**src/design/lssp_pkg.sv**
```systemverilog
// Shared widths, type codes and helper functions for the linear scale and pack unit.
`timescale 1ns / 1ps
`default_nettype none

package lssp_pkg;

    localparam int FRAC_BITS = 16;
    localparam int VAL_W     = 64;
    localparam int DIFF_W    = VAL_W + 1;
    localparam int PROD_W    = 130;
    localparam int NUM_W     = PROD_W + 1;
    localparam int QB        = VAL_W + FRAC_BITS + 2;
    localparam int RW        = DIFF_W;
    localparam int YW        = QB + 2;
    localparam int MI_W      = QB - FRAC_BITS;

    localparam logic [3:0] CT_BOOL = 4'd0;
    localparam logic [3:0] CT_U8   = 4'd1;
    localparam logic [3:0] CT_S8   = 4'd2;
    localparam logic [3:0] CT_U16  = 4'd3;
    localparam logic [3:0] CT_S16  = 4'd4;
    localparam logic [3:0] CT_U32  = 4'd5;
    localparam logic [3:0] CT_S32  = 4'd6;
    localparam logic [3:0] CT_U64  = 4'd7;
    localparam logic [3:0] CT_S64  = 4'd8;

    typedef struct packed {
        logic              vld;
        logic [VAL_W-1:0]  cl;
        logic [VAL_W-1:0]  ch;
        logic              limit;
        logic [3:0]        ctype;
        logic              last;
        logic              err;
    } t_side;

    typedef struct packed {
        logic [RW-1:0]     rem;
        logic [QB-1:0]     nq;
        logic [DIFF_W-1:0] den;
        logic              neg;
        logic              ovf;
    } t_div;

    function automatic logic [3:0] f_type_bytes(input logic [3:0] ctype);
        logic [3:0] nb;
        case (ctype)
            CT_BOOL, CT_U8, CT_S8: nb = 4'd1;
            CT_U16, CT_S16:        nb = 4'd2;
            CT_U32, CT_S32:        nb = 4'd4;
            CT_U64, CT_S64:        nb = 4'd8;
            default:               nb = 4'd0;
        endcase
        return nb;
    endfunction

    function automatic logic f_type_signed(input logic [3:0] ctype);
        logic s;
        case (ctype)
            CT_S8, CT_S16, CT_S32, CT_S64: s = 1'b1;
            default:                       s = 1'b0;
        endcase
        return s;
    endfunction

    function automatic logic [VAL_W-1:0] f_type_hi(input logic [3:0] ctype);
        logic [VAL_W-1:0] hi;
        case (ctype)
            CT_BOOL, CT_U8: hi = 64'h0000_0000_0000_00FF;
            CT_S8:          hi = 64'h0000_0000_0000_007F;
            CT_U16:         hi = 64'h0000_0000_0000_FFFF;
            CT_S16:         hi = 64'h0000_0000_0000_7FFF;
            CT_U32:         hi = 64'h0000_0000_FFFF_FFFF;
            CT_S32:         hi = 64'h0000_0000_7FFF_FFFF;
            CT_U64:         hi = 64'hFFFF_FFFF_FFFF_FFFF;
            CT_S64:         hi = 64'h7FFF_FFFF_FFFF_FFFF;
            default:        hi = '0;
        endcase
        return hi;
    endfunction

endpackage

`default_nettype wire

```
**src/design/lssp_div_cell.sv**
```systemverilog
// One restoring division cell: produces one quotient bit and hands its state on.
`timescale 1ns / 1ps
`default_nettype none

module lssp_div_cell (
    input  wire logic            i_clk,
    input  wire logic            i_rst_n,
    input  wire logic            i_en,
    input  wire lssp_pkg::t_div  i_div,
    input  wire lssp_pkg::t_side i_side,
    output lssp_pkg::t_div       o_div,
    output lssp_pkg::t_side      o_side
);
    import lssp_pkg::*;

    logic [RW:0]   trial;
    logic [RW:0]   diff;
    logic          ge;
    t_div          n_div;
    t_div          r_div;
    t_side         r_side;

    always_comb begin
        trial = {i_div.rem, i_div.nq[QB-1]};
        diff  = trial - {1'b0, i_div.den};
        ge    = trial >= {1'b0, i_div.den};
        n_div     = i_div;
        n_div.rem = ge ? diff[RW-1:0] : trial[RW-1:0];
        n_div.nq  = {i_div.nq[QB-2:0], ge};
    end

    always_ff @(posedge i_clk) begin
        if (!i_rst_n) begin
            r_side <= '0;
        end else if (i_en) begin
            r_side <= i_side;
        end
    end

    always_ff @(posedge i_clk) begin
        if (i_en) begin
            r_div <= n_div;
        end
    end

    assign o_div  = r_div;
    assign o_side = r_side;

endmodule

`default_nettype wire

```
**config.mk**
```make
export PLATFORM = sky130hd
export DESIGN_NAME = lssp_div_cell
export DESIGN_NICKNAME = d
export VERILOG_FILES = /design/src/design/lssp_pkg.sv /design/src/design/lssp_div_cell.sv
export SDC_FILE = /design/constraint.sdc
export NUM_CORES = 1
export LEC_CHECK = 0
export BUFFER_PORTS_ARGS = -buffer_cell sky130_fd_sc_hd__buf_4
export CAP_MARGIN = 25
export CORE_AREA = 3 3 272 274
export DETAILED_ROUTE_END_ITERATION = 8
export DIE_AREA = 0 0 275 277
export MAX_ROUTING_LAYER = met4
export PLACE_DENSITY = 0.47
export RECOVER_POWER = 25
export SLEW_MARGIN = 20
export SYNTH_ARGS = -nofsm -noshare
export SYNTH_HDL_FRONTEND = slang
export SYNTH_SLANG_ARGS = --single-unit
```
**constraint.sdc**
```tcl
create_clock -name i_clk -period 3.2 [get_ports i_clk]
set_input_delay 0.64 -clock i_clk [delete_from_list [all_inputs] [get_ports i_clk]]
set_output_delay 0.64 -clock i_clk [all_outputs]
set_load 0.02 [all_outputs]
```
==> flow_metrics.env <==
export IMPL_place_congestion=0.887
export IMPL_violations="capacitance limit, slew limit"
export IMPL_die_x_um=275
export IMPL_crit_required_ns=3.51
export IMPL_pwr_share_seq_pct=39.8
export IMPL_hold_violations=0
export IMPL_async_flop_share_pct=0
export IMPL_fin_crit_sh_pct=96.8
export IMPL_place_inst=3309
export IMPL_cts_made_buffers=43
export IMPL_pre_cts_slack_ns=-0.632
export IMPL_final_antenna_net_count=0
export IMPL_port_buffers=702
export IMPL_register_area_um2=9150
export IMPL_start_kind="input pin"
export IMPL_end_kind="flip-flop"
export IMPL_path_max_fanout=4
export IMPL_fin_worst_skew_ns=0
export IMPL_start_util_pct=23.0
export IMPL_drc=0
export IMPL_yosysWarnings=0
export IMPL_syn_nets=1867
export IMPL_holdPathStages=1
export IMPL_cts_num_sinks=350
export IMPL_fmax_mhz=323
export IMPL_htreeDepth=2
export IMPL_multiInputGateArea_um2=6820
export IMPL_clkLatencyLatePin_ns=0.56
export IMPL_first_iter_violations=851
export IMPL_layout_min_cycle_time_ns=3.10
export IMPL_p_comb_share_pct=25.4
export IMPL_slew_violations=49
export IMPL_vias=14600
export IMPL_grt_pass1_wl_mm=95.8
export IMPL_seq_area_frac_synth_pct=55.6
export IMPL_rsz0062_at_grt="yes"
export IMPL_status="finished with violations"
export IMPL_drive_gt1_share_pct=43.1
export IMPL_ys_types=75
export IMPL_clockBufferDepth=3
export IMPL_netSwitchingFraction_pct=29.6
export IMPL_muxShareOfSynthArea_pct=8.41
export IMPL_synth_seq_cells=350
export IMPL_synth_compound_area_share_pct=11.2
export IMPL_fp_dieH_um=277
export IMPL_nets=2823
export IMPL_tightest_slew_ns=2.14
export IMPL_timing_hold_ws_ns=0.249
export IMPL_worstHoldPathType="input pin to flip-flop"
export IMPL_relSlewSlack_pct=-42.6
export IMPL_power_leakage_nw=11.8
export IMPL_avgSynthCellArea_um2=11.4
export IMPL_synthXorXnorAreaFrac_pct=3.14
export IMPL_power_frac_clock_pct=34.9
export IMPL_fin_ws_ns=0.103
export IMPL_final_fill_count=7320
export IMPL_die_area_um2=76200
export IMPL_rows=98
export IMPL_cts_tree="done"
export IMPL_grtUsageTotal_pct=17.2
export IMPL_cts_hold_buffers=0
export IMPL_synth_edf_count=214
export IMPL_cap_violations=1
export IMPL_antenna_found_initial=9
export IMPL_totalPowerFinal_mw=13.6
export IMPL_p_int_mw=9.57
export IMPL_grt_max_degree=137
export IMPL_setup_viol=0
export IMPL_firstDrtPassIters=5
export IMPL_worst_endpoint_arrival_ns=3.41
export IMPL_gr_total_overflow=0
export IMPL_synth_flop_cell="edfxtp_1"
export IMPL_area_growth_pct=59.1
export IMPL_synth_adder_area_share_pct=5.07
export IMPL_power_density_nw_per_um2=519
export IMPL_clockRootBuffer="clkbuf_16"
export IMPL_grt_pass1_vias=15000
export IMPL_synthSimpleGateAreaFrac_pct=12.7
export IMPL_syn_area_um2=16400
export IMPL_instances_no_fill=3397
export IMPL_timing_worst_setup_path_type="input pin to flip-flop"
export IMPL_dp_hpwl_mm=54.4
export IMPL_clk_pin_slew_worst_paths_ns=0.06
export IMPL_ir_drop_v=0.000329
export IMPL_synth_top_family_by_area="simple AND/OR/NAND/NOR gates"
export IMPL_r2r_cells=2
export IMPL_ios=703
export IMPL_finalWirelength_mm=66.9
export IMPL_core_area_um2=71600
export IMPL_via_per_inst=4.29
export IMPL_synthCells=1448
export IMPL_power_switching_mw=4.02
export IMPL_wl_per_cell_um=19.7
## sequential cells by signal (all words and copies together), names as in the netlist
name,flops
o_div,214
o_side,136
## per-layer routing
metal  routed length, um  up-vias  global-route usage, %
met3                4790      101                   4.45
met5                   0        -                      -
met1               27300     6896                   20.0
li1                    -     7122                      -
met4                1920        0                   5.58
met2               32900      465                   28.7
## Yosys cell counts, types with 10 or more instances
master	count	area share, %
buf_2	20	0.61
nand3_1	10	0.30
o21ai_0	38	1.2
o21ai_1	13	0.40
nor3_1	15	0.46
nand4_1	18	0.68
a21oi_1	120	3.7
nor2_1	90	2.1
a21o_1	25	1.1
xor2_1	31	1.7
nand2_1	79	1.8
mux2i_1	137	8.3
ha_1	65	4.9
nor2b_1	139	5.3
xnor2_1	28	1.5
dfxtp_1	136	17
inv_1	81	1.8
edfxtp_1	214	39
clkbuf_1	33	0.75
## power groups by stage
stage / sequential [mW] / clock (mW) / combinational [mW]
2_1_floorplan: 5.97 / 0 / 1.08
3_3_place_gp: 5.49 / 0 / 3.46
3_5_place_dp: 5.49 / 0 / 3.46
4_1_cts: 5.40 / 4.92 / 3.48
5_1_grt: 5.44 / 5.09 / 3.71
6_report: 5.40 / 4.73 / 3.45
## cells by family after synthesis
family                   after synthesis
AO/OA/AOI/OAI                        285
AND/OR/NAND/NOR                      398
adder cells (fa/ha/maj)               66
multiplexers                         138
XOR/XNOR                              59
flip-flops                           350
buffers and inverters                152
## area by class of cell
class,instances,area share [%]
sequential,350,35.0
timing repair buffer,981,27.9
multi-input combinational,946,26.1
clock buffer,57,4.67
tap,950,4.54
inverter,82,1.18
clock inverter,22,0.579
antenna,9,0.0861
## per-stage QoR
stage | utilization [%] | area, um2 | setup TNS (ns)
floorplan | - | 16500 | -0.00730
global placement | 34.7 | 24800 | -28.76
detailed placement | 34.7 | 24800 | -34.02
CTS | 36.6 | 26200 | 0
global route | 36.5 | 26200 | -0.00645
finish | 36.5 | 26200 | 0
## path summary, 6_finish.rpt
| kind | start | slack (ns) | endpoint |
|---|---|---|---|
| setup / recovery | i_div[6] | 0.10 | o_div[206] |
| hold / removal | i_div[24] | 0.25 | o_div[24] |
| setup reg to reg | o_side[12] | 2.54 | o_side[12] |
| hold reg to reg | o_side[35] | 0.52 | o_side[35] |
## timing repair
action,in CTS,in global routing
endpoints found under the setup margin,3,64
gates resized for setup,2,29
pin swaps,0,14
buffers inserted,0,0
gates cloned,0,0
## cell usage in the layout (no fill, tap or decap), drive strengths merged, types with 12 or more instances in the layout
cell type,count
buf,841
edfxtp,214
clkbuf,197
nor2b,139
mux2i,137
dfxtp,136
a21oi,121
nor2,90
inv,86
nand2,79
ha,65
o21ai,51
xor2,31
xnor2,28
a21o,25
nand4,19
nor3,16
clkinv,15
a211oi,12
## worst max-delay path, cell delays in order
cell and delay, ns:
clkbuf_4 0.11, inv_1 0.05, ha_1 0.36, a21oi_1 0.41, o211ai_1 0.22, o211ai_4 0.33
a211oi_4 0.14, a2111oi_4 0.21, buf_4 0.18, o31ai_4 0.08, buf_4 0.17, a31oi_1 0.20
xor2_1 0.20, o21ai_1 0.10
Power figures use the tool's default switching activity.
