[src/design/lssp_pkg.sv]
// Shared widths, type codes and helper functions for the linear scale and pack unit.
`timescale 1ns / 1ps
`default_nettype none

package lssp_pkg;

    localparam int FRAC_BITS = 16;
    localparam int VAL_W     = 64;
    localparam int DIFF_W    = VAL_W + 1;
    localparam int PROD_W    = 130;
    localparam int NUM_W     = PROD_W + 1;
    localparam int QB        = VAL_W + FRAC_BITS + 2;
    localparam int RW        = DIFF_W;
    localparam int YW        = QB + 2;
    localparam int MI_W      = QB - FRAC_BITS;

    localparam logic [3:0] CT_BOOL = 4'd0;
    localparam logic [3:0] CT_U8   = 4'd1;
    localparam logic [3:0] CT_S8   = 4'd2;
    localparam logic [3:0] CT_U16  = 4'd3;
    localparam logic [3:0] CT_S16  = 4'd4;
    localparam logic [3:0] CT_U32  = 4'd5;
    localparam logic [3:0] CT_S32  = 4'd6;
    localparam logic [3:0] CT_U64  = 4'd7;
    localparam logic [3:0] CT_S64  = 4'd8;

    typedef struct packed {
        logic              vld;
        logic [VAL_W-1:0]  cl;
        logic [VAL_W-1:0]  ch;
        logic              limit;
        logic [3:0]        ctype;
        logic              last;
        logic              err;
    } t_side;

    typedef struct packed {
        logic [RW-1:0]     rem;
        logic [QB-1:0]     nq;
        logic [DIFF_W-1:0] den;
        logic              neg;
        logic              ovf;
    } t_div;

    function automatic logic [3:0] f_type_bytes(input logic [3:0] ctype);
        logic [3:0] nb;
        case (ctype)
            CT_BOOL, CT_U8, CT_S8: nb = 4'd1;
            CT_U16, CT_S16:        nb = 4'd2;
            CT_U32, CT_S32:        nb = 4'd4;
            CT_U64, CT_S64:        nb = 4'd8;
            default:               nb = 4'd0;
        endcase
        return nb;
    endfunction

    function automatic logic f_type_signed(input logic [3:0] ctype);
        logic s;
        case (ctype)
            CT_S8, CT_S16, CT_S32, CT_S64: s = 1'b1;
            default:                       s = 1'b0;
        endcase
        return s;
    endfunction

    function automatic logic [VAL_W-1:0] f_type_hi(input logic [3:0] ctype);
        logic [VAL_W-1:0] hi;
        case (ctype)
            CT_BOOL, CT_U8: hi = 64'h0000_0000_0000_00FF;
            CT_S8:          hi = 64'h0000_0000_0000_007F;
            CT_U16:         hi = 64'h0000_0000_0000_FFFF;
            CT_S16:         hi = 64'h0000_0000_0000_7FFF;
            CT_U32:         hi = 64'h0000_0000_FFFF_FFFF;
            CT_S32:         hi = 64'h0000_0000_7FFF_FFFF;
            CT_U64:         hi = 64'hFFFF_FFFF_FFFF_FFFF;
            CT_S64:         hi = 64'h7FFF_FFFF_FFFF_FFFF;
            default:        hi = '0;
        endcase
        return hi;
    endfunction

endpackage

`default_nettype wire

[src/design/lssp_pack.sv]
// Byte serializer: loads one saturated integer and sends its bytes least significant first.
`timescale 1ns / 1ps
`default_nettype none

module lssp_pack (
    input  wire logic                       i_clk,
    input  wire logic                       i_rst_n,
    input  wire lssp_pkg::t_side            i_side,
    input  wire logic [lssp_pkg::VAL_W-1:0] i_mag,
    input  wire logic                       i_neg,
    output logic                            o_take,
    output logic                            m_axis_tvalid,
    input  wire logic                       m_axis_tready,
    output logic [7:0]                      m_axis_tdata,   // [7:0] data_byte
    output logic                            m_axis_tlast,   // entry_end
    output logic [1:0]                      m_axis_tuser    // [0] message_end, [1] range_error
);
    import lssp_pkg::*;

    logic             r_busy;
    logic [VAL_W-1:0] r_val;
    logic [2:0]       r_idx;
    logic [2:0]       r_nb_m1;
    logic             r_last;
    logic             r_err;
    logic [3:0]       nb;
    logic [3:0]       nb_m1;
    logic             at_end;

    assign nb     = f_type_bytes(i_side.ctype);
    assign nb_m1  = nb - 4'd1;
    assign at_end = r_idx == r_nb_m1;
    assign o_take = !r_busy || (m_axis_tready && at_end);

    always_ff @(posedge i_clk) begin
        if (!i_rst_n) begin
            r_busy <= 1'b0;
            r_idx  <= '0;
        end else if (o_take) begin
            // An entry of an undefined type produces no transfer at all.
            r_busy <= i_side.vld && (nb != 4'd0);
            r_idx  <= '0;
        end else if (m_axis_tready) begin
            r_idx <= r_idx + 3'd1;
        end
    end

    always_ff @(posedge i_clk) begin
        if (o_take) begin
            r_val   <= i_neg ? (~i_mag + 64'd1) : i_mag;
            r_nb_m1 <= nb_m1[2:0];
            r_last  <= i_side.last;
            r_err   <= i_side.err;
        end
    end

    assign m_axis_tvalid = r_busy;
    assign m_axis_tdata  = r_val[{r_idx, 3'b000} +: 8];
    assign m_axis_tlast  = at_end;
    assign m_axis_tuser  = {r_err, r_last && at_end};

endmodule

`default_nettype wire

[config.mk]
export PLATFORM = sky130hd
export DESIGN_NAME = lssp_pack
export DESIGN_NICKNAME = d
export VERILOG_FILES = /design/src/design/lssp_pkg.sv /design/src/design/lssp_pack.sv
export SDC_FILE = /design/constraint.sdc
export NUM_CORES = 1
export LEC_CHECK = 0
export ABC_AREA = 1
export BUFFER_PORTS_ARGS = -buffer_cell sky130_fd_sc_hd__buf_2
export CORE_AREA = 2 2 108 110
export DETAILED_ROUTE_END_ITERATION = 8
export DIE_AREA = 0 0 110 112
export PLACE_DENSITY = 0.89
export SLEW_MARGIN = 20
export SYNTH_ARGS = -nofsm -noshare
export SYNTH_HDL_FRONTEND = slang
export SYNTH_SLANG_ARGS = --single-unit
[constraint.sdc]
create_clock -name i_clk -period 3.2 [get_ports i_clk]
set_clock_uncertainty 0.1 [all_clocks]
set_input_delay 0.16 -clock i_clk [delete_from_list [all_inputs] [get_ports i_clk]]
set_output_delay 0.16 -clock i_clk [all_outputs]
set_load 0.02 [all_outputs]
==> results.md, run 1 <==
- Setup Buffers After CTS: 0
- Yosys reg bits: 73
- DIE AREA: around 12000 µm²
- Cts bufs inserted: 9
- TNS Setup: 0 ns
- Post-synth EDFFs: 69
- TritonRoute pass-1 iters: 5
- Sink Count: 73
- Worst-skew pair later-pin latency: ~0.33 ns
- Pint: approximately 2.0 mW
- Cell with the most instances after synthesis: nand2_1
- CP arrival: approximately 2.1 ns
- Crit path capture type: primary output
- ANT nets after route: 0
- Avg Cell Area, Syn: between 7 and 8 µm²
- Unrepaired setup endpoints after global routing: no
- YS warnings: 0
- Mux cell area share after synthesis: 0.00189
- H-Tree Level Count: 3
- Largest family of logic cells by synthesized area: simple AND/OR/NAND/NOR gates
- Setup-failing EPs final: 0
- Final Hold Viols: 0
- WL per Instance: 16.2 µm
- Share of cells above drive strength 1: 0.164
- Simple-Gate Fraction of Synth Area: 0.377
- P_sw: 0.753 mW
- Worst Setup Path Type: register to primary output
- Worst Hold Class: primary input to register
- CTS tree: yes
- Nets: roughly 1000
- Initial antenna violation count: 0
- Outcome: complete, no violations
- R2R setup slack: 1.05 ns
- Lkg Pwr: roughly 2.7 nW
- Post-synth top cells: nand2_1 (215), nor2_1 (160), edfxtp_1 (69)
- Clock period minus worst slack: about 2.4 ns
- Post-synthesis sequential area ratio: 0.406
- Fraction of registers with async set/reset: 0
- Die width: approximately 110 µm
- Worst-case vdd ir drop: between 400 and 500 µV
- Initial Utilization: 0.474
- Complex-gate fraction of the synthesized area: 0.0765
- Post-DP HPWL: between 10000 and 15000 µm
- Crit path max-delay cell type: dfxtp_1
- WL final: about 16000 µm
- Power per cell area: between 400 and 500 nW/µm²
- Global-route wire length before repair: around 24000 µm
- F_max: 425 MHz
- Comb pwr share: 0.191
- Layout area overhead: 17.2%
- Post-Syn Area: approximately 5300 µm²
- Period utilization: 0.735
- Yosys top cell by area: edfxtp_1
- Root buffer cell: clkbuf_16
- Pin slew with the least headroom to its limit: 0.738 ns
- Longest Clk Path Bufs: 2
- Die Ht: around 110 µm
- Top FF cell, synth: edfxtp_1
- Via/cell ratio: ~5.5
- Routability cong.: between 1 and 1.5
- Crit-path max cell delay: approximately 0.40 ns
- Std-Cell Rows: 39
- Core ar.: between 10000 and 15000 µm²
- Via Count: 5276
- Clk network pwr share: 0.356
- Post-synthesis adder-cell area fraction: 0.0142
- Initial DRC Count: around 580
- Area of the multi-input gates: 2830 µm²
- Antenna cells: 0
- Share of the synthesized area in the top cell type: 0.391
- Worst-path fanout max: 26
- Synth Area in XOR/XNOR: 0.0642
- Final Slew Violations: 0
- I/O pins: between 200 and 250
- IO buf count: slightly below 90
- DRC: 0
- CP dominant cell by count: nand2_1
- Synth top area cells: edfxtp_1 (39%), nand2_1 (15%), nor2_1 (11%)
- Switch share: 0.277
- Pin count of the biggest net entering global routing: 64
- Startpoint type of the worst setup path: register
- Clock transition at the registers of the reported paths: roughly 0.060 ns
- Filler Cell Count: a little over 1000
- Post-CTS Resized: 0
- Register area: approximately 2200 µm²
- Yosys cell types: 32
- PnR Total Power: 2.72 mW
- GR Overflow Total: 0
- Syn_nets: between 900 and 1000
- Slew headroom: 0.508
- Vias in the first global route: 4895
- Gate count of the mapped netlist: 727
- CP Data Required Time: roughly 3 ns
- GRT Total Usage: 0.261
- Max-capacitance violation count: 0
- Share of power burned in registers: 0.454
- CP cell instances: inv_1 > buf_4 > nor2_1 > o32ai_1 > nand2_1 > nand2_1 > buf_2
[area by class of cell]
type                       instances  area share
timing repair buffer              97      0.0862
tap                              143      0.0288
sequential                        73       0.347
inverter                          59      0.0357
clock inverter                     6     0.00947
clock buffer                      10      0.0369
multi-input combinational        574       0.456
[cell families (layout without fill, tap and decap cells)]
family	Yosys count	in the layout
buffers and inverters	80	172
adder cells (fa/ha/maj)	6	6
AO/OA/AOI/OAI	59	59
XOR/XNOR	38	38
AND/OR/NAND/NOR	470	470
flip-flops	73	73
multiplexers	1	1
[layer usage]
layer	part of all wire	track usage	wire [µm]	vias up
li1	-	-	-	2561
met1	0.41	0.351	6430	2399
met2	0.47	0.422	7330	275
met3	0.080	0.0293	1250	41
met4	0.037	0.116	572	0
met5	0	0	0	-
[through the flow]
stage / std cells / area (µm²) / setup WS [ns] / utilization / hold WS, ns
2_1_floorplan: 727 / 5300 / 0.0939 / - / 0.159
3_3_place_gp: 941 / 5870 / 1.08 / 0.525 / 0.237
3_5_place_dp: 941 / 5870 / 1.04 / 0.525 / 0.239
4_1_cts: 962 / 6210 / 0.877 / 0.556 / 0.0328
5_1_grt: 962 / 6210 / 0.735 / 0.556 / 0.0628
6_report: 962 / 6210 / 0.849 / 0.556 / 0.0406
[worst paths after layout]
check | start | endpoint | cells past startpoint
max | r_idx[0] | m_axis_tdata[0] | 7
min | i_mag[39] | r_val[39] | 3
max reg2reg | r_idx[2] | r_val[7] | 6
min reg2reg | m_axis_tvalid | r_idx[0] | 2
[critical path: cells and delay by family, from the launching register on]
family	cells	cell delay, ns
AO/OA/AOI/OAI	1	0.37
buffers and inverters	3	0.71
flip-flops	1	0.40
AND/OR/NAND/NOR	3	0.28
[cell usage in the layout (no fill, tap or decap), types with 5 or more instances in the layout]
cell type,netlist,layout
buf_2,7,87
o32ai_1,16,16
nand4_1,19,19
xor2_1,20,20
clkbuf_16,0,9
o21ai_0,31,31
edfxtp_1,69,69
ha_1,6,6
nand3_1,54,54
nor2_1,160,160
nand2_2,4,5
xnor2_1,17,17
nand2_1,215,214
dlygate4sd3_1,0,5
inv_1,56,56
[power groups by stage]
stage                     logic, mW  clock network, mW  registers, mW
after CTS                     0.512              0.968           1.23
after global routing          0.568               1.01           1.24
final                         0.518              0.968           1.23
after floorplan               0.309                  0           1.24
after detailed placement      0.503                  0           1.25
after global placement        0.494                  0           1.25
[registers in the layout (all words and copies together), names as in the netlist]
name           count
m_axis_tvalid      1
r_last             1
r_nb_m1            3
r_val             64
r_idx              3
r_err              1
[timing repair]
action,in CTS,in global routing
setup endpoints to repair,0,0
hold endpoints to repair,4,0
hold buffers,5,0
No activity file was read; power rests on OpenSTA's default activity.
==> inputs of run 2 (changes only) <==
--- a/config.mk
+++ b/config.mk
@@ -7,10 +7,10 @@
 export LEC_CHECK = 0
 export ABC_AREA = 1
 export BUFFER_PORTS_ARGS = -buffer_cell sky130_fd_sc_hd__buf_2
-export CORE_AREA = 2 2 108 110
+export CORE_AREA = 2 2 112 114
 export DETAILED_ROUTE_END_ITERATION = 8
-export DIE_AREA = 0 0 110 112
-export PLACE_DENSITY = 0.89
+export DIE_AREA = 0 0 114 116
+export PLACE_DENSITY = 0.87
 export SLEW_MARGIN = 20
 export SYNTH_ARGS = -nofsm -noshare
 export SYNTH_HDL_FRONTEND = slang
==> constraint.sdc (replaced) <==
create_clock -name i_clk -period 2.1 [get_ports i_clk]
set_clock_uncertainty 0.1 [all_clocks]
set_input_delay 0.105 -clock i_clk [delete_from_list [all_inputs] [get_ports i_clk]]
set_output_delay 0.105 -clock i_clk [all_outputs]
set_load 0.02 [all_outputs]
==> run 2 against run 1 <==
Net effect: die area rose by 7.3%; clock power rose by 58%; cell count rose by 1.1%; global-route usage fell by 1.5 points; sequential share of layout area fell by 0.72 points; first-iteration DRC count fell by 22%; sequential cell count did not move; worst hold slack got worse by 0.037 ns; setup slack got worse by 0.72 ns; non-clock buffer count rose by 6; highest routed layer unchanged.
==> results.md, run 2 (same netlist as run 1, synthesis figures left out) <==
- Outcome: complete, no violations
- R2R setup slack: 0.42 ns (-0.63 ns)
- WP depth: 6 (-1)
- Crit-path max cell delay: 0.42 ns (+0.02 ns)
- Place WS: 0.177 ns (-0.862 ns)
- CP dominant cell by count: nand2_1
- CTS tree: yes
- Commonest non-fill, non-tap cell in the layout: nand2_1
- WL final: 16000 µm (+2.7%)
- Worst-path fanout max: 24 (-7.7%)
- Share of cells above drive strength 1: 0.177 (+0.0134)
- Setup Buffers After CTS: 0 (unchanged)
- Comb pwr share: 0.195 (+0.004)
- Post-Layout Cell Count: 973 (+1.1%)
- Startpoint type of the worst setup path: register
- Clock transition at the registers of the reported paths: 0.06 ns (about the same)
- Pin slew with the least headroom to its limit: 0.405 ns (-0.333 ns)
- Largest register by flop count: r_val
- Layout area overhead: 19.6%
- Hold_sp: i_rst_n
- Slew headroom: 0.727 (+0.219)
- Final core area utilization: 0.532 (-0.0234)
- F_max: approximately 510 MHz
- CP Data Required Time: 1.89 ns (-1.05 ns)
- TritonRoute pass-1 iters: 6 (+1)
- TNS Setup: 0 ns (unchanged)
- Vias in the first global route: 4795 (-2.0%)
- CP cell instances: buf_6 > nor2_1 > o32ai_1 > nand2_1 > nand2_1 > buf_2
- Worst r2r dst: r_val[17]
- Clk network pwr share: 0.362 (+0.006)
- Initial DRC Count: 450 (-22%)
- H-Tree Level Count: 3 (unchanged)
- WP buf/inv: 2 (-1)
- Critical path's top delay family: flip-flops
- DIE AREA: 13200 µm² (+7.3%)
- CP startpoint: r_idx[0]
- Unrepaired setup endpoints after global routing: no
- Crit path max-delay cell type: dfxtp_1
- Std-Cell Rows: 40 (+2.6%)
- End of the critical path: m_axis_tdata[1]
- Worst-skew pair later-pin latency: 0.33 ns (about the same)
- Power per cell area: 668 nW/µm² (+53%)
- Worst Reg-to-Reg Cells: 6 (unchanged)
- Post-route setup slack: 0.128 ns (-0.721 ns)
- Initial Utilization: 0.445 (-0.0293)
- P_sw: 1.20 mW (+59%)
- Worst hold slack: 0.00396 ns (-0.0367 ns)
- Root buffer cell: clkbuf_16
- Max FFs per register: 64 (unchanged)
- Max-capacitance violation count: 0 (unchanged)
- Via Count: 5197 (-1.5%)
- Period utilization: 0.939
- DRC: 0 (unchanged)
- Biggest regs: r_val: 64 flops, r_idx: 3 flops, r_nb_m1: 3 flops
- Via/cell ratio: 5.34 (-2.6%)
- GRT Total Usage: 0.247 (-0.0148)
- Post-DP HPWL: 12800 µm (+4.7%)
- Clock period minus worst slack: 1.97 ns
- Worst Setup Path Type: register to primary output
- Pint: 3.04 mW (+54%)
- I/O pins: 217 (unchanged)
- Initial antenna violation count: 1 (+1)
- Core ar.: 11900 µm² (+6.6%)
- Share of power burned in registers: 0.444 (-0.010)
- Sink Count: 73 (unchanged)
- Placed Cells incl. Taps: 951 (+1.1%)
- Final Hold Viols: 0 (unchanged)
- Switch share: 0.283 (+0.00591)
- GR Overflow Total: 0 (unchanged)
- Nets: 1030 (+0.59%)
- Setup-failing EPs final: 0 (unchanged)
- WL per Instance: 16.4 µm (+1.5%)
- ANT nets after route: 0 (unchanged)
- RR Startpoint: r_idx[0]
- CP arrival: 1.77 ns (-0.32 ns)
- Cts bufs inserted: 9 (unchanged)
- Lkg Pwr: 2.80 nW (+2.3%)
- Crit path capture type: primary output
- Worst-case vdd ir drop: 455 µV (+9.8%)
- Routability cong.: 0.946 (-6.0%)
- Filler Cell Count: 1145 (+12%)
- Longest Clk Path Bufs: 2 (unchanged)
- Pin count of the biggest net entering global routing: 56 (-13%)
- Most frequent cells in the layout: nand2_1 (214), nor2_1 (160), buf_2 (87)
- Global-route wire length before repair: 24400 µm (+1.4%)
- Worst Hold Class: primary input to register
- Die width: 114 µm (+3.6%)
- Die Ht: 116 µm (+3.6%)
- Final Slew Violations: 0 (unchanged)
- IO buf count: 87 (unchanged)
[run 2: tightest hold or removal path: stages]
cell and delay (ns):
buf_2 0.09, nand3_1 0.13, nand2_1 0.08
[run 2: worst min path at each step]
stage / cells after the start / to
2_1_floorplan: 0 / r_err
3_3_place_gp: 1 / r_err
5_1_grt: 3 / r_idx[0]
4_1_cts: 3 / r_nb_m1[0]
3_5_place_dp: 1 / r_err
6_report: 3 / m_axis_tvalid
[run 2: final cells by class]
| class | count | area [µm²] | area share |
|---|---|---|---|
| Inverter | 59 | 221 | 0.0349 |
| Timing Repair Buffer | 103 | 617 | 0.0973 |
| Multi-Input combinational cell | 574 | 2860 | 0.451 |
| Sequential cell | 73 | 2150 | 0.339 |
| Clock inverter | 7 | 77.6 | 0.0122 |
| Clock buffer | 9 | 225 | 0.0355 |
| Tap cell | 147 | 184 | 0.0290 |
| Antenna cell | 1 | 2.50 | 0.000395 |
[run 2: power groups by stage]
stage               Combinational (mW)  Clock, mW  Sequential (mW)
floorplan                        0.472          0             1.89
global placement                 0.783          0             1.90
detailed placement               0.796          0             1.91
CTS                              0.809       1.54             1.88
global route                     0.905       1.60             1.89
finish                           0.825       1.53             1.88
[run 2: routing by layer]
layer	part of all wire	vias to the layer above	track usage
met5	0	-	0
met4	0.029	0	0.0943
li1	-	2571	-
met2	0.48	224	0.417
met1	0.43	2369	0.321
met3	0.068	33	0.0371
[run 2: timing repair]
item	4_1_cts	5_1_grt
setup endpoints to repair	2	5
hold buffers	5	0
resized for setup	1	6
hold endpoints to repair	4	0
[run 2: stage by stage]
| step | power (mW) | cell area [µm²] |
|---|---|---|
| floorplan | 2.36 | 5310 |
| global placement | 2.68 | 5950 |
| detailed placement | 2.70 | 5950 |
| CTS | 4.23 | 6300 |
| global route | 4.40 | 6340 |
| finish | 4.24 | 6340 |
==> inputs of run 3 (changes only) <==
--- a/config.mk
+++ b/config.mk
@@ -7,10 +7,10 @@
 export LEC_CHECK = 0
 export ABC_AREA = 1
 export BUFFER_PORTS_ARGS = -buffer_cell sky130_fd_sc_hd__buf_2
-export CORE_AREA = 2 2 112 114
+export CORE_AREA = 2 2 108 110
 export DETAILED_ROUTE_END_ITERATION = 8
-export DIE_AREA = 0 0 114 116
-export PLACE_DENSITY = 0.87
+export DIE_AREA = 0 0 110 112
+export PLACE_DENSITY = 0.89
 export SLEW_MARGIN = 20
 export SYNTH_ARGS = -nofsm -noshare
 export SYNTH_HDL_FRONTEND = slang
==> constraint.sdc (replaced) <==
create_clock -name i_clk -period 2.5 [get_ports i_clk]
set_clock_uncertainty 0.1 [all_clocks]
set_input_delay 0.125 -clock i_clk [delete_from_list [all_inputs] [get_ports i_clk]]
set_output_delay 0.125 -clock i_clk [all_outputs]
set_load 0.02 [all_outputs]
==> run 3 against run 2 <==
Net effect: final area down 1.8%; worst hold slack improved by 0.017 ns; wire length decreased by 3.0%; die area fell by 6.8%; via count grew 3.0%; non-clock buffer count shrank 1; critical endpoint is now r_val[56].
==> results.md, run 3 (same netlist as run 1, synthesis figures left out) <==
- Pin count of the biggest net entering global routing: 38 (-32%)
- Initial DRC Count: 625 (+39%)
- H-Tree Level Count: 3 (unchanged)
- DIE AREA: 12300 µm² (-6.8%)
- CP dominant cell by count: nand2_1
- Worst r2r dst: r_val[16]
- Longest Clk Path Bufs: 2 (unchanged)
- CTS tree: yes
- WL per Instance: 16.1 µm (-2.3%)
- Outcome: complete, no violations
- GRT Total Usage: 0.265 (+0.0179)
- Biggest regs: r_val: 64 flops, r_idx: 3 flops, r_nb_m1: 3 flops
- Startpoint type of the worst setup path: primary input
- IO buf count: 87 (unchanged)
- Commonest non-fill, non-tap cell in the layout: nand2_1
- Pin slew with the least headroom to its limit: 0.465 ns (+0.0599 ns)
- Period utilization: 0.922
- Post-CTS Resized: 0 (-1)
- Global-route wire length before repair: 24400 µm (about the same)
- Max FFs per register: 64 (unchanged)
- Std-Cell Rows: 39 (-2.5%)
- Worst Reg-to-Reg Cells: 7 (+1)
- WP buf/inv: 3 (+1)
- CP cell instances: dlygate4sd3_1 > buf_2 > inv_1 > ha_1 > nand3_1 > nor2_1 > nand3_2 > nand2_1 > nand4_1 > nand2_1 > nand2_1
- Root buffer cell: clkbuf_16
- Nets: 1029 (-0.097%)
- Clock transition at the registers of the reported paths: 0.05 ns (about the same)
- Lkg Pwr: 2.76 nW (-1.5%)
- Share of cells above drive strength 1: 0.165 (-0.0119)
- ANT nets after route: 0 (unchanged)
- Crit-path max cell delay: 0.52 ns (+0.10 ns)
- Power per cell area: 537 nW/µm² (-20%)
- Layout area overhead: 17.5%
- Worst-path fanout max: 5 (-79%)
- Final Hold Viols: 0 (unchanged)
- Max-capacitance violation count: 0 (unchanged)
- Clock period minus worst slack: between 2 and 2.5 ns
- Worst Setup Path Type: primary input to register
- F_max: between 400 and 500 MHz
- I/O pins: 217 (unchanged)
- Unrepaired setup endpoints after global routing: no
- Initial Utilization: 0.474 (+0.0293)
- Worst-skew pair later-pin latency: 0.32 ns (about the same)
- Filler Cell Count: 1037 (-9.4%)
- Via/cell ratio: 5.53 (+3.6%)
- Cts bufs inserted: 9 (unchanged)
- CP arrival: 2.26 ns (+0.49 ns)
- Placed Cells incl. Taps: 945 (-0.63%)
- Die Ht: 112 µm (-3.4%)
- Critical path's top delay family: simple AND/OR/NAND/NOR gates
- Die width: 110 µm (-3.5%)
- Final core area utilization: 0.557 (+0.0251)
- TNS Setup: 0 ns (unchanged)
- TritonRoute pass-1 iters: 7 (+1)
- RR Startpoint: r_idx[2]
- Setup-failing EPs final: 0 (unchanged)
- R2R setup slack: 0.72 ns (+0.30 ns)
- Post-Layout Cell Count: 967 (-0.62%)
- Final Slew Violations: 0 (unchanged)
- WL final: 15500 µm (-3.0%)
- Worst hold slack: 0.0214 ns (+0.0174 ns)
- DRC: 0 (unchanged)
- Worst-case vdd ir drop: 360 µV (-21%)
- Antenna cells: 0 (-1)
- Via Count: 5352 (+3.0%)
- Routability cong.: 1.02 (+7.7%)
- Hold endpoint: r_val[63]
- Hold Path Depth: 3 (unchanged)
- Slew headroom: 0.690 (-0.0374)
- CP Data Required Time: 2.45 ns (+0.56 ns)
- GR Overflow Total: 0 (unchanged)
- Crit path capture type: register
- Vias in the first global route: 4940 (+3.0%)
- Crit path max-delay cell type: dlygate4sd3_1
- Initial antenna violation count: 0 (-1)
- Largest register by flop count: r_val
- Hold_sp: i_mag[63]
- Worst Hold Class: primary input to register
- Core ar.: 11200 µm² (-6.2%)
- Sink Count: 73 (unchanged)
- Post-DP HPWL: 12400 µm (-2.7%)
- Most frequent cells in the layout: nand2_1 (214), nor2_1 (160), buf_2 (87)
[run 3: layer usage]
layer,share of wire,global-route usage,vias to the layer above,wire length [µm]
met2,0.48,0.423,299,7400
met5,0,0,-,0
met3,0.079,0.0275,49,1230
met4,0.038,0.127,0,588
li1,-,-,2563,-
met1,0.41,0.355,2441,6310
[run 3: what timing repair did]
action | CTS | global route
hold buffers | 6 | 0
endpoints found under the hold margin | 5 | 0
buffers inserted | 0 | 0
[run 3: worst max path at each step]
| stage | startpoint | to | slack, ns | cells past startpoint |
|---|---|---|---|---|
| CTS | i_mag[0] | r_val[56] | 0.27 | 11 |
| finish | i_mag[0] | r_val[56] | 0.19 | 11 |
| floorplan | r_idx[0] | r_err | 0.11 | 6 |
| global route | i_mag[0] | r_val[56] | 0.08 | 11 |
| detailed placement | i_mag[1] | r_val[56] | 0.46 | 10 |
| global placement | i_mag[1] | r_val[56] | 0.50 | 10 |
[run 3: area by class of cell]
type | count | area, µm² | share of cell area
multi-input cells | 574 | 2830 | 0.455
flip-flops and latches | 73 | 2150 | 0.345
repair buffers | 102 | 588 | 0.0944
clock buffers | 11 | 233 | 0.0374
inverters | 59 | 221 | 0.0355
well taps | 143 | 179 | 0.0287
clock inverters | 5 | 22.5 | 0.00362
[run 3: per-stage QoR]
stage	power (mW)	setup slack, ns	instance area, µm²
after floorplan	1.98	0.111	5300
final	3.35	0.195	6230
after detailed placement	2.26	0.457	5910
after CTS	3.35	0.266	6230
after global placement	2.24	0.501	5910
after global routing	3.49	0.0807	6230
[run 3: report_power, final]
group          internal, mW  switching [mW]  total, mW
registers              1.53          0.0446       1.58
logic                 0.230           0.449      0.680
clock network         0.658           0.432       1.09
[run 3: tightest hold or removal path, delay by kind of cell]
| family | cells | cell delay [ns] |
|---|---|---|
| simple gates | 2 | 0.13 |
| buf+inv | 1 | 0.09 |
